[src/hdl/tcc_pkg.sv]
`timescale 1ns / 1ps

// Shared types and constants of the text console cursor buffer.
package tcc_pkg;

	// Operation selected by the input beat.
	typedef enum logic [1:0] {
		CMD_PUT   = 2'd0,
		CMD_CLEAR = 2'd1,
		CMD_SET   = 2'd2,
		CMD_READ  = 2'd3
	} cmd_e_t;

	// Control characters that put character treats specially.
	localparam logic [7:0] CH_LF    = 8'd10;
	localparam logic [7:0] CH_CR    = 8'd13;
	localparam logic [7:0] CH_TAB   = 8'd9;
	localparam logic [7:0] CH_BS    = 8'd8;
	localparam logic [7:0] CH_SPACE = 8'h20;

	// Tab stops lie on multiples of this step (a power of two).
	localparam int TAB_STEP = 8;

	// Attribute after reset: light gray on black.
	localparam logic [7:0] ATTR_RESET = 8'h07;

	// Register index of the text attribute (paddr bit 2).
	localparam logic REG_TEXT_ATTR = 1'b0;

	// Commands from the controller to the datapath.
	typedef struct packed {
		logic capture;    // latch the input beat
		logic exec;       // apply the operation, write at most one cell, update the cursor
		logic copy_step;  // scroll: move one cell up by one row
		logic fill_step;  // write one blank cell
		logic load_out;   // load the result register
	} tcc_cmd_t;

	// Status from the datapath to the controller.
	typedef struct packed {
		logic need_scroll;  // the operation moved below the last row
		logic need_fill;    // the operation clears the screen
		logic copy_last;    // the current copy step is the last one
		logic fill_last;    // the current fill step reaches the last cell
		logic out_free;     // the result register can take a new result
	} tcc_stat_t;

endpackage

[src/hdl/tcc_ctrl.sv]
`timescale 1ns / 1ps

// Controller: sequences the clearing pass, the operations, scroll and result.
module tcc_ctrl (
	input  logic                clk,
	input  logic                arst_n,
	input  logic                s_tvalid,
	output logic                s_tready,
	output tcc_pkg::tcc_cmd_t   cmd,
	input  tcc_pkg::tcc_stat_t  stat
);

	typedef enum logic [5:0] {
		ST_INIT = 6'b000001,
		ST_IDLE = 6'b000010,
		ST_EXEC = 6'b000100,
		ST_COPY = 6'b001000,
		ST_FILL = 6'b010000,
		ST_DONE = 6'b100000
	} state_t;

	state_t state_q;
	state_t state_nxt;

	// Next state and command decode.
	always_comb begin
		cmd       = '0;
		state_nxt = state_q;
		unique case (state_q)
			ST_INIT: begin
				cmd.fill_step = 1'b1;
				if (stat.fill_last) begin
					state_nxt = ST_IDLE;
				end
			end
			ST_IDLE: begin
				if (s_tvalid) begin
					cmd.capture = 1'b1;
					state_nxt   = ST_EXEC;
				end
			end
			ST_EXEC: begin
				cmd.exec = 1'b1;
				if (stat.need_scroll) begin
					state_nxt = ST_COPY;
				end else if (stat.need_fill) begin
					state_nxt = ST_FILL;
				end else begin
					state_nxt = ST_DONE;
				end
			end
			ST_COPY: begin
				cmd.copy_step = 1'b1;
				if (stat.copy_last) begin
					state_nxt = ST_FILL;
				end
			end
			ST_FILL: begin
				cmd.fill_step = 1'b1;
				if (stat.fill_last) begin
					state_nxt = ST_DONE;
				end
			end
			ST_DONE: begin
				if (stat.out_free) begin
					cmd.load_out = 1'b1;
					state_nxt    = ST_IDLE;
				end
			end
			default: begin
				state_nxt = ST_IDLE;
			end
		endcase
	end

	// State register; reset starts the clearing pass.
	always_ff @(posedge clk or negedge arst_n) begin
		if (!arst_n) begin
			state_q <= ST_INIT;
		end else begin
			state_q <= state_nxt;
		end
	end

	assign s_tready = (state_q == ST_IDLE);

endmodule

[config.mk]
export PLATFORM = sky130hd
export DESIGN_NAME = tcc_ctrl
export DESIGN_NICKNAME = d
export VERILOG_FILES = /design/src/hdl/tcc_pkg.sv /design/src/hdl/tcc_ctrl.sv
export SDC_FILE = /design/constraint.sdc
export NUM_CORES = 1
export LEC_CHECK = 0
export BUFFER_PORTS_ARGS = -buffer_cell sky130_fd_sc_hd__buf_2
export CAP_MARGIN = 20
export CORE_AREA = 2 2 39 41
export DETAILED_ROUTE_END_ITERATION = 10
export DIE_AREA = 0 0 41 43
export PLACE_DENSITY = 0.52
export SLEW_MARGIN = 20
export SYNTH_ARGS = -nofsm -noshare
export SYNTH_HDL_FRONTEND = slang
export SYNTH_SLANG_ARGS = --single-unit
[constraint.sdc]
create_clock -name clk -period 1.9 [get_ports clk]
set_clock_uncertainty 0.05 [all_clocks]
set_input_delay 0.19 -clock clk [delete_from_list [all_inputs] [get_ports clk]]
set_output_delay 0.19 -clock clk [all_outputs]
set_load 0.01 [all_outputs]
== Word-level counts from Yosys, hierarchy flattened ==
Index checks and enable logic that the tools add are counted.

* Mux-type cells: 15
* Eq/ne operators: 11
* Reductions and logical operators: 2

{| class="wikitable"
|+ Operators by type and width
! cell !! count
|-
| 2-to-1 mux 6 bit || 7
|-
| case mux 6 bit (6 select lines) || 1
|-
| != test 2 bit, second input constant || 5
|-
| 2-to-1 mux 1 bit || 7
|-
| == test 6 x 1 -> 1 bit, second input constant || 1
|-
| == test 6 x 2 -> 1 bit, second input constant || 1
|-
| == test 6 x 3 -> 1 bit, second input constant || 1
|-
| == test 6 x 4 -> 1 bit, second input constant || 1
|-
| == test 6 x 5 -> 1 bit, second input constant || 1
|-
| == test 6 bit, second input constant || 1
|-
| AND reduction 5 bit || 1
|-
| OR reduction 2 bit || 1
|}

* Flip-flop bits (word level): 6
* Logic and storage cells: 29
* Output and inout port bits: 6
* Input bits: 8

== Longest topological paths before layout ==
Gate-level depths: netlist of the first run.

* Depth after elaboration: 3
* Gate-level depth with buffers: 6
* Gate-level depth less buffers: 5

== Least setup slack after synthesis of the first run ==
OpenSTA, ideal clock, no wires.

* Kind: reg-to-reg
* Start: register state_q[1]
* End: register state_q[5]
* Required time: 1.715 ns
* Slack: 0.202 ns
* Arrival time: 1.512 ns
* Path buffers: 0
* Stages on the path, launching flop included: 5
* Clock period less this slack: 1.698 ns
* Path through: dfrtp_1 or4_1 or3_1 o21ai_0 o22ai_2

* Cells in the longest elaborated chain, start to end: 3

{| class="wikitable"
|+ RTL lines
! item !! line !! RTL
|-
| start, declared || tcc_ctrl.sv:22 || <nowiki>state_t state_q;</nowiki>
|-
| start signal, assigned || tcc_ctrl.sv:81 || <nowiki>state_q <= state_nxt;</nowiki>
|-
| == test 6 x 4 -> 1 bit (tied with other cells) || tcc_ctrl.sv:29 || <nowiki>unique case (state_q)</nowiki>
|-
| != test 2 bit (no line) || -- ||
|-
| AND reduction 5 bit (no line) || -- ||
|}

Several ways; a longest one is shown, not always the timed one.
A chain may end at the register's enable or synchronous reset.

==> results of run 1 <==
## logic make-up (layout without fill, tap and decap cells)
family	count (synthesis)	count (layout)	synth area share, %
xor+xnor	2	2	4.43
simple gates	22	22	31.3
flops	6	6	38.3
compound gates	9	9	17.7
buf+inv	6	33	8.23
## worst min-delay path by stage
stage | slack, ns | to | from
4_1_cts | 0.04 | state_q[0] | stat[1]
5_1_grt | 0.07 | state_q[0] | stat[1]
3_3_place_gp | -0.03 | state_q[3] | arst_n
6_report | 0.05 | state_q[0] | stat[1]
3_5_place_dp | -0.03 | state_q[3] | arst_n
2_1_floorplan | -0.16 | state_q[1] | arst_n
## metrics by stage
stage	util [%]	cells	hold WS [ns]
3_3_place_gp	35.4	76	-0.0304
5_1_grt	43.0	88	0.0691
6_report	43.0	88	0.0467
4_1_cts	42.5	88	0.0419
3_5_place_dp	35.4	76	-0.0270
2_1_floorplan	-	45	-0.156
## area by class of cell
| class | count | area (um^2) | share of cell area [%] |
|---|---|---|---|
| Clock buffer | 4 | 26.3 | 4.41 |
| Inverter | 5 | 18.8 | 3.15 |
| Multi-Input combinational cell | 33 | 223 | 37.4 |
| Sequential cell | 6 | 151 | 25.4 |
| Tap cell | 16 | 20.0 | 3.36 |
| Timing Repair Buffer | 24 | 156 | 26.3 |
## critical path, cell delays in order (launching register included)
cell	delay, ns
dfstp_2	0.36
or4_4	0.53
or3_4	0.35
inv_2	0.07
buf_6	0.09
## timing repair
item / CTS / global route
pin swaps: 2 / 1
buffers inserted: 7 / 0
setup endpoints to repair: 1 / 5
resized for setup: 3 / 3
hold endpoints to repair: 6 / 0
hold buffers: 1 / 0
## cells in the mapped netlist (all sizes together), types with 2 or more instances
cell	number
nand3	2
dfrtp	5
or3	2
or4	2
o21ai	3
and2	2
nor2	8
nand3b	2
inv	5
## power by group
| part | switching (uW) | total (uW) | internal (uW) | leakage, uW |
|---|---|---|---|---|
| combinational | 182 | 402 | 220 | 0.000217 |
| sequential | 24.3 | 183 | 159 | 0.0000760 |
| clock | 51.4 | 131 | 79.9 | 0.0000150 |
| total | 258 | 716 | 459 | 0.000308 |
## metal layers
layer	up-vias	track usage [%]	part of all wire [%]
met3	5	3.14	4.2
met4	0	14.0	4.3
li1	216	-	-
met1	202	15.9	42
met5	-	0	0
met2	12	19.4	50
==> flow_summary.json, run 1 <==
{
  "dieArea_mm2": 0.00176,
  "clk_latency_ns": 0.25,
  "detail_route.iter0.violations": 12,
  "async_reset_ff_share_pct": 100,
  "power_uw": 716,
  "hold_viol": 0,
  "min_path_type": "input pin to register",
  "r2r_cells": 5,
  "cts_tree": "yes",
  "drv_cap": 0,
  "ys_seq_elements": 6,
  "worst_pin_slew_ns": 0.246,
  "end_kind": "output pin",
  "grt_max_degree": 8,
  "largest_register_ffs": 6,
  "pre_cts_ws_ns": 0.135,
  "fmax_ghz": 0.529,
  "critPathCapture": "cmd[3]",
  "reg_top3": "state_q x6",
  "grt.overflow.total": 0,
  "final.setup.worst_slack_ns": 0.00882,
  "synthTopCellsByArea": "dfrtp_1 32%, nor2_1 7.6%, dfstp_2 6.6%, inv_1 4.7%, o21ai_0 3.8%",
  "rr_startpoint": "state_q[0]",
  "yosysTopAreaCellShare_pct": 31.6,
  "leakage_uw": 0.000308,
  "yosysWarnings": 0,
  "seq_area_frac_synth_pct": 38.3,
  "drcViolationCount": 0,
  "syn_area_per_cell_um2": 8.79,
  "drive_above_1_share_pct": 45.8,
  "finalWeightedCongestion": 0.731,
  "p_per_area_mw_per_mm2": 1200,
  "area_growth_pct": 50.6,
  "maxSlewViolCount": 0,
  "antenna_found_initial": 0,
  "grtUsageTotal_pct": 13.9,
  "synth.distinct_cells": 24,
  "critPathArrivalTime_ns": 1.65,
  "fin_crit_ns": 1.89,
  "clock_path_buffers": 2,
  "yosysTopAreaCell": "dfrtp_1",
  "slew_headroom_pct": 83.4,
  "fp.dieH_um": 43,
  "diodes": 0,
  "dp_hpwl_um": 696,
  "largest-register": "state_q",
  "layout_commonest_cell": "buf_2",
  "clk_pin_slew_worst_paths_ns": 0.04,
  "cts_num_sinks": 6,
  "cts.htree.levels": 1,
  "coreArea_mm2": 0.00138,
  "routed_wl_um": 983,
  "fin_tns_setup_ns": 0,
  "die_w_um": 41,
  "io_buffers": 13,
  "ios": 14,
  "grt_pass1_vias": 384,
  "min_period_over_period_pct": 99.5,
  "dr.pass1.iters": 4,
  "wl_per_cell_um": 11.2,
  "timing.rr.end": "state_q[5]",
  "rrSetupSlack_ns": 0.08,
  "root_buffer": "clkbuf_4",
  "netlist_area_um2": 395,
  "vias": 435,
  "design_area_um2": 596,
  "netlist_instances": 45,
  "final_antenna_net_count": 0,
  "numCtsBuffers": 3,
  "viasPerCell": 4.94,
  "initial_core_util_pct": 28.6,
  "outcome": "completed",
  "critPathLaunchType": "register",
  "most-common-layout-cells": "12 x buf_2, 10 x buf_4, 8 x nor2_1",
  "postPlaceCellArea_um2": 489,
  "grt_pass1_wl_mm": 1.52,
  "cp.required_ns": 1.66,
  "crit_type": "register to output pin",
  "synth.net_count": 53,
  "cp_max_fo": 2,
  "fin_nets": 81,
  "setup_viol": 0,
  "worstSetupStartpoint": "state_q[0]",
  "synth_edf_count": 0,
  "nFillCells": 142,
  "ir_worst_vdd_mv": 0.476,
  "hold_depth": 2,
  "rsz0062_at_grt": "yes",
  "rows": 14,
  "synth_ff_type": "dfrtp_1"
}
Note: power is estimated with default switching activity, not from simulation.
==> run 2: changes to the inputs <==
- BUFFER_PORTS_ARGS: -buffer_cell sky130_fd_sc_hd__buf_2 -> -buffer_cell sky130_fd_sc_hd__buf_4
==> flow_summary.json, run 2 (synthesis gave the netlist of run 1 again) <==
{
  "outcome": "completed",
  "fin_tns_setup_ns": 0,
  "fp.dieH_um": 43,
  "vias": 433,
  "grt_max_degree": 8,
  "drive_above_1_share_pct": 47.9,
  "fmax_ghz": 0.528,
  "grt_pass1_wl_mm": 1.73,
  "path_depth": 4,
  "r2r_cells": 5,
  "rows": 14,
  "drv_cap": 0,
  "power_uw": 741,
  "io_buffers": 13,
  "slew_headroom_pct": 80.4,
  "critPathCapture": "cmd[3]",
  "clk_latency_ns": 0.25,
  "cp_max_fo": 2,
  "final_antenna_net_count": 0,
  "path_buf_inv": 2,
  "rrSetupSlack_ns": 0.06,
  "rr_startpoint": "state_q[1]",
  "rsz0062_at_grt": "yes",
  "dr.pass1.iters": 4,
  "timing.rr.end": "state_q[1]",
  "dp_hpwl_um": 704,
  "antenna_found_initial": 0,
  "hold_slack_ns": 0.0469,
  "end_kind": "output pin",
  "die_w_um": 41,
  "wl_per_cell_um": 11.6,
  "min_period_over_period_pct": 99.7,
  "grt.overflow.total": 0,
  "initial_core_util_pct": 28.6,
  "p_per_area_mw_per_mm2": 1160,
  "slowest_stage": "or4_4",
  "grt_pass1_vias": 403,
  "crit_type": "register to output pin",
  "worstSetupStartpoint": "state_q[4]",
  "area_growth_pct": 61.4,
  "clk_pin_slew_worst_paths_ns": 0.04,
  "fin_nets": 82,
  "routed_wl_mm": 1.04,
  "drcViolationCount": 0,
  "grtUsageTotal_pct": 15.3,
  "root_buffer": "clkbuf_4",
  "largest_register_ffs": 6,
  "design_area_um2": 638,
  "finalWeightedCongestion": 0.707,
  "clock_path_buffers": 2,
  "ir_worst_vdd_mv": 0.538,
  "hold_viol": 0,
  "cp.required_ns": 1.66,
  "most-common-layout-cells": "23 x buf_4, 8 x nor2_1, 5 x dfrtp_1",
  "critPathTopFamily": "simple AND/OR/NAND/NOR gates",
  "min_path_type": "input pin to register",
  "postPlaceCellArea_um2": 514,
  "detail_route.iter0.violations": 8,
  "cts_num_sinks": 6,
  "leakage_uw": 0.000320,
  "numCtsBuffers": 3,
  "critPathArrivalTime_ns": 1.65,
  "reg_top3": "state_q x6",
  "finish.utilization_pct": 46.1,
  "critPathLaunchType": "register",
  "dieArea_mm2": 0.00176,
  "largest-register": "state_q",
  "cts.htree.levels": 1,
  "worst_pin_slew_ns": 0.290,
  "cts_tree": "yes",
  "maxSlewViolCount": 0,
  "viasPerCell": 4.87,
  "fin_crit_ns": 1.89,
  "coreArea_mm2": 0.00138,
  "cp_cell_sequence": "or4_4 > or3_4 > inv_2 > buf_6",
  "setup_viol": 0,
  "slowest_delay_ns": 0.52,
  "layout_commonest_cell": "buf_4",
  "ios": 14,
  "diodes": 0
}
## run 2: changes by cell type in the layout (fill, tap and decap cells not counted), sizes merged
cell	change
buf	+1
## run 2: area by class of cell
type	instances	area [um^2]
fill	142	746
inverter	5	18.8
multi-input combinational	33	228
tap	16	20.0
sequential	6	151
timing repair buffer	25	194
clock buffer	4	26.3
## run 2: metal layers
layer	GRT usage, %	vias to the layer above	wire length [um]
li1	-	221	-
met1	20.5	192	415
met2	20.3	16	535
met3	3.14	4	59
met4	12.0	0	25
met5	0	-	0
## run 2: repair_timing
action                                  4_1_cts  5_1_grt
resized for setup                             5        3
endpoints found under the setup margin        1        6
hold buffers                                  1        0
pin swaps                                     2        1
hold endpoints to repair                      6        0
setup buffers                                 7        2
## run 2: how the worst min path moves through the flow
stage	start	slack [ns]	depth (start not counted)	to
6_report	stat[1]	0.05	2	state_q[0]
5_1_grt	stat[1]	0.05	2	state_q[0]
4_1_cts	stat[1]	0.04	2	state_q[0]
3_5_place_dp	arst_n	-0.05	1	state_q[4]
3_3_place_gp	arst_n	-0.05	1	state_q[4]
2_1_floorplan	arst_n	-0.16	0	state_q[1]
## run 2: metrics by stage
step / cells / setup WS (ns)
6_report: 89 / 0.00565
5_1_grt: 89 / -0.0560
4_1_cts: 87 / -0.0285
3_5_place_dp: 75 / 0.0978
3_3_place_gp: 75 / 0.119
2_1_floorplan: 45 / 0.202
## run 2: power by group
group / internal, uW / switching [uW]
combinational: 242 / 189
sequential: 159 / 24.6
clock: 79.6 / 47.3
total: 480 / 261
==> run 3: changes to the inputs <==
- CAP_MARGIN: 20 -> not set
- clock period: 1.9 -> 2.2 ns (I/O delays scaled with it)
==> flow_summary.json, run 3 (synthesis gave the netlist of run 1 again) <==
{
  "layout_commonest_cell": "buf_4",
  "clk_latency_ns": 0.24,
  "clockPowerShare_pct": 19.8,
  "r2r_cells": 4,
  "area_growth_pct": 35.4,
  "outcome": "completed",
  "dieArea_mm2": 0.00176,
  "viasPerCell": 5.05,
  "grt_max_degree": 9,
  "largest-register": "state_q",
  "clk_pin_slew_worst_paths_ns": 0.05,
  "postCtsSetupBuffers": 0,
  "drv_cap": 0,
  "drive_above_1_share_pct": 30.6,
  "finalWeightedCongestion": 0.684,
  "hold_slack_ns": 0.0815,
  "vias": 394,
  "end_kind": "output pin",
  "crit_type": "register to output pin",
  "fin_crit_ns": 2.03,
  "antenna_found_initial": 0,
  "cp_cell_sequence": "or4_1 > or3_4 > inv_1 > buf_4",
  "worst_pin_slew_ns": 0.314,
  "finish.utilization_pct": 38.7,
  "ir_worst_vdd_mv": 0.317,
  "numCtsBuffers": 3,
  "die_w_um": 41,
  "dr.pass1.iters": 5,
  "setup_viol": 0,
  "slew_headroom_pct": 78.9,
  "cts_num_sinks": 6,
  "p_int_uw": 336,
  "rows": 14,
  "leakage_uw": 0.000260,
  "p_per_area_mw_per_mm2": 985,
  "slowest_stage": "or4_1",
  "final_antenna_net_count": 0,
  "rsz0062_at_grt": "no",
  "combPwrFrac_pct": 47.5,
  "cp.required_ns": 1.93,
  "nFillCells": 149,
  "routed_wl_um": 823,
  "wl_per_cell_um": 10.6,
  "slowest_delay_ns": 0.53,
  "clock_path_buffers": 2,
  "cts_resized": 0,
  "diodes": 0,
  "dp_hpwl_um": 711,
  "fin_tns_setup_ns": 0,
  "io_buffers": 13,
  "postPlaceCellArea_um2": 499,
  "power_uw": 527,
  "grt_pass1_wl_mm": 1.37,
  "maxSlewViolCount": 0,
  "multi_input_area_um2": 211,
  "grt_pass1_vias": 344,
  "hold_depth": 2,
  "grtUsageTotal_pct": 11.7,
  "cts.htree.levels": 1,
  "fmax_ghz": 0.494,
  "largest_register_ffs": 6,
  "cts_tree": "yes",
  "initial_core_util_pct": 28.6,
  "drcViolationCount": 0,
  "detail_route.iter0.violations": 9,
  "critPathLaunchType": "register",
  "holdBufCountCts": 1,
  "grt.overflow.total": 0,
  "design_area_um2": 536,
  "coreArea_mm2": 0.00138,
  "critPathArrivalTime_ns": 1.76,
  "ios": 14,
  "hold_viol": 0,
  "cp_max_fo": 7,
  "min_path_type": "input pin to register",
  "rrSetupSlack_ns": 0.37,
  "fin_nets": 71,
  "power_frac_seq_pct": 32.6,
  "most-common-layout-cells": "13 x buf_4, 8 x nor2_1, 5 x inv_1, 5 x dfrtp_1",
  "switchingPower_uw": 192,
  "fp.dieH_um": 43,
  "reg_top3": "state_q x6",
  "root_buffer": "clkbuf_4",
  "min_period_over_period_pct": 92.1,
  "p_sw_share_pct": 36.3,
  "seq_area_um2": 151
}
## run 3: final timing paths
| kind | startpoint | endpoint |
|---|---|---|
| worst max-delay path | state_q[1] | cmd[3] |
| worst min-delay path | stat[1] | state_q[0] |
| worst max register to register | state_q[1] | state_q[5] |
| worst min register to register | state_q[0] | state_q[0] |
| max in group asynchronous | arst_n | state_q[0] |
| min in group asynchronous | arst_n | state_q[5] |
## run 3: per-layer routing
metal	part of all wire (%)	vias up	global-route usage [%]
li1	-	195	-
met1	44	192	14.6
met2	52	7	17.5
met3	3.4	0	1.57
met4	0	0	8.00
met5	0	-	0
## run 3: critical path: cells and delay by family (launching register included)
kind                   cells  cell delay, ns
DFF                        1            0.42
buffers and inverters      2            0.20
and+or+nand+nor            2            0.89
## run 3: per-stage QoR
step           instances  setup slack (ns)
3_5_place_dp          73             0.388
2_1_floorplan         45             0.502
4_1_cts               78             0.167
5_1_grt               78             0.103
3_3_place_gp          73             0.419
6_report              78             0.174
## run 3: power by group through the flow
stage                     sequential [uW]  combinational (uW)  clock, uW
final                                 172                 251        105
after global routing                  178                 280        117
after CTS                             172                 256        111
after detailed placement              173                 251          0
after global placement                175                 248          0
after floorplan                       162                 177          0
## run 3: cell type report
class                   instances  area share [%]
well taps                      16            3.74
flip-flops and latches          6            28.3
inverters                       5            3.50
clock buffers                   4            4.91
repair buffers                 14            20.1
multi-input cells              33            39.5
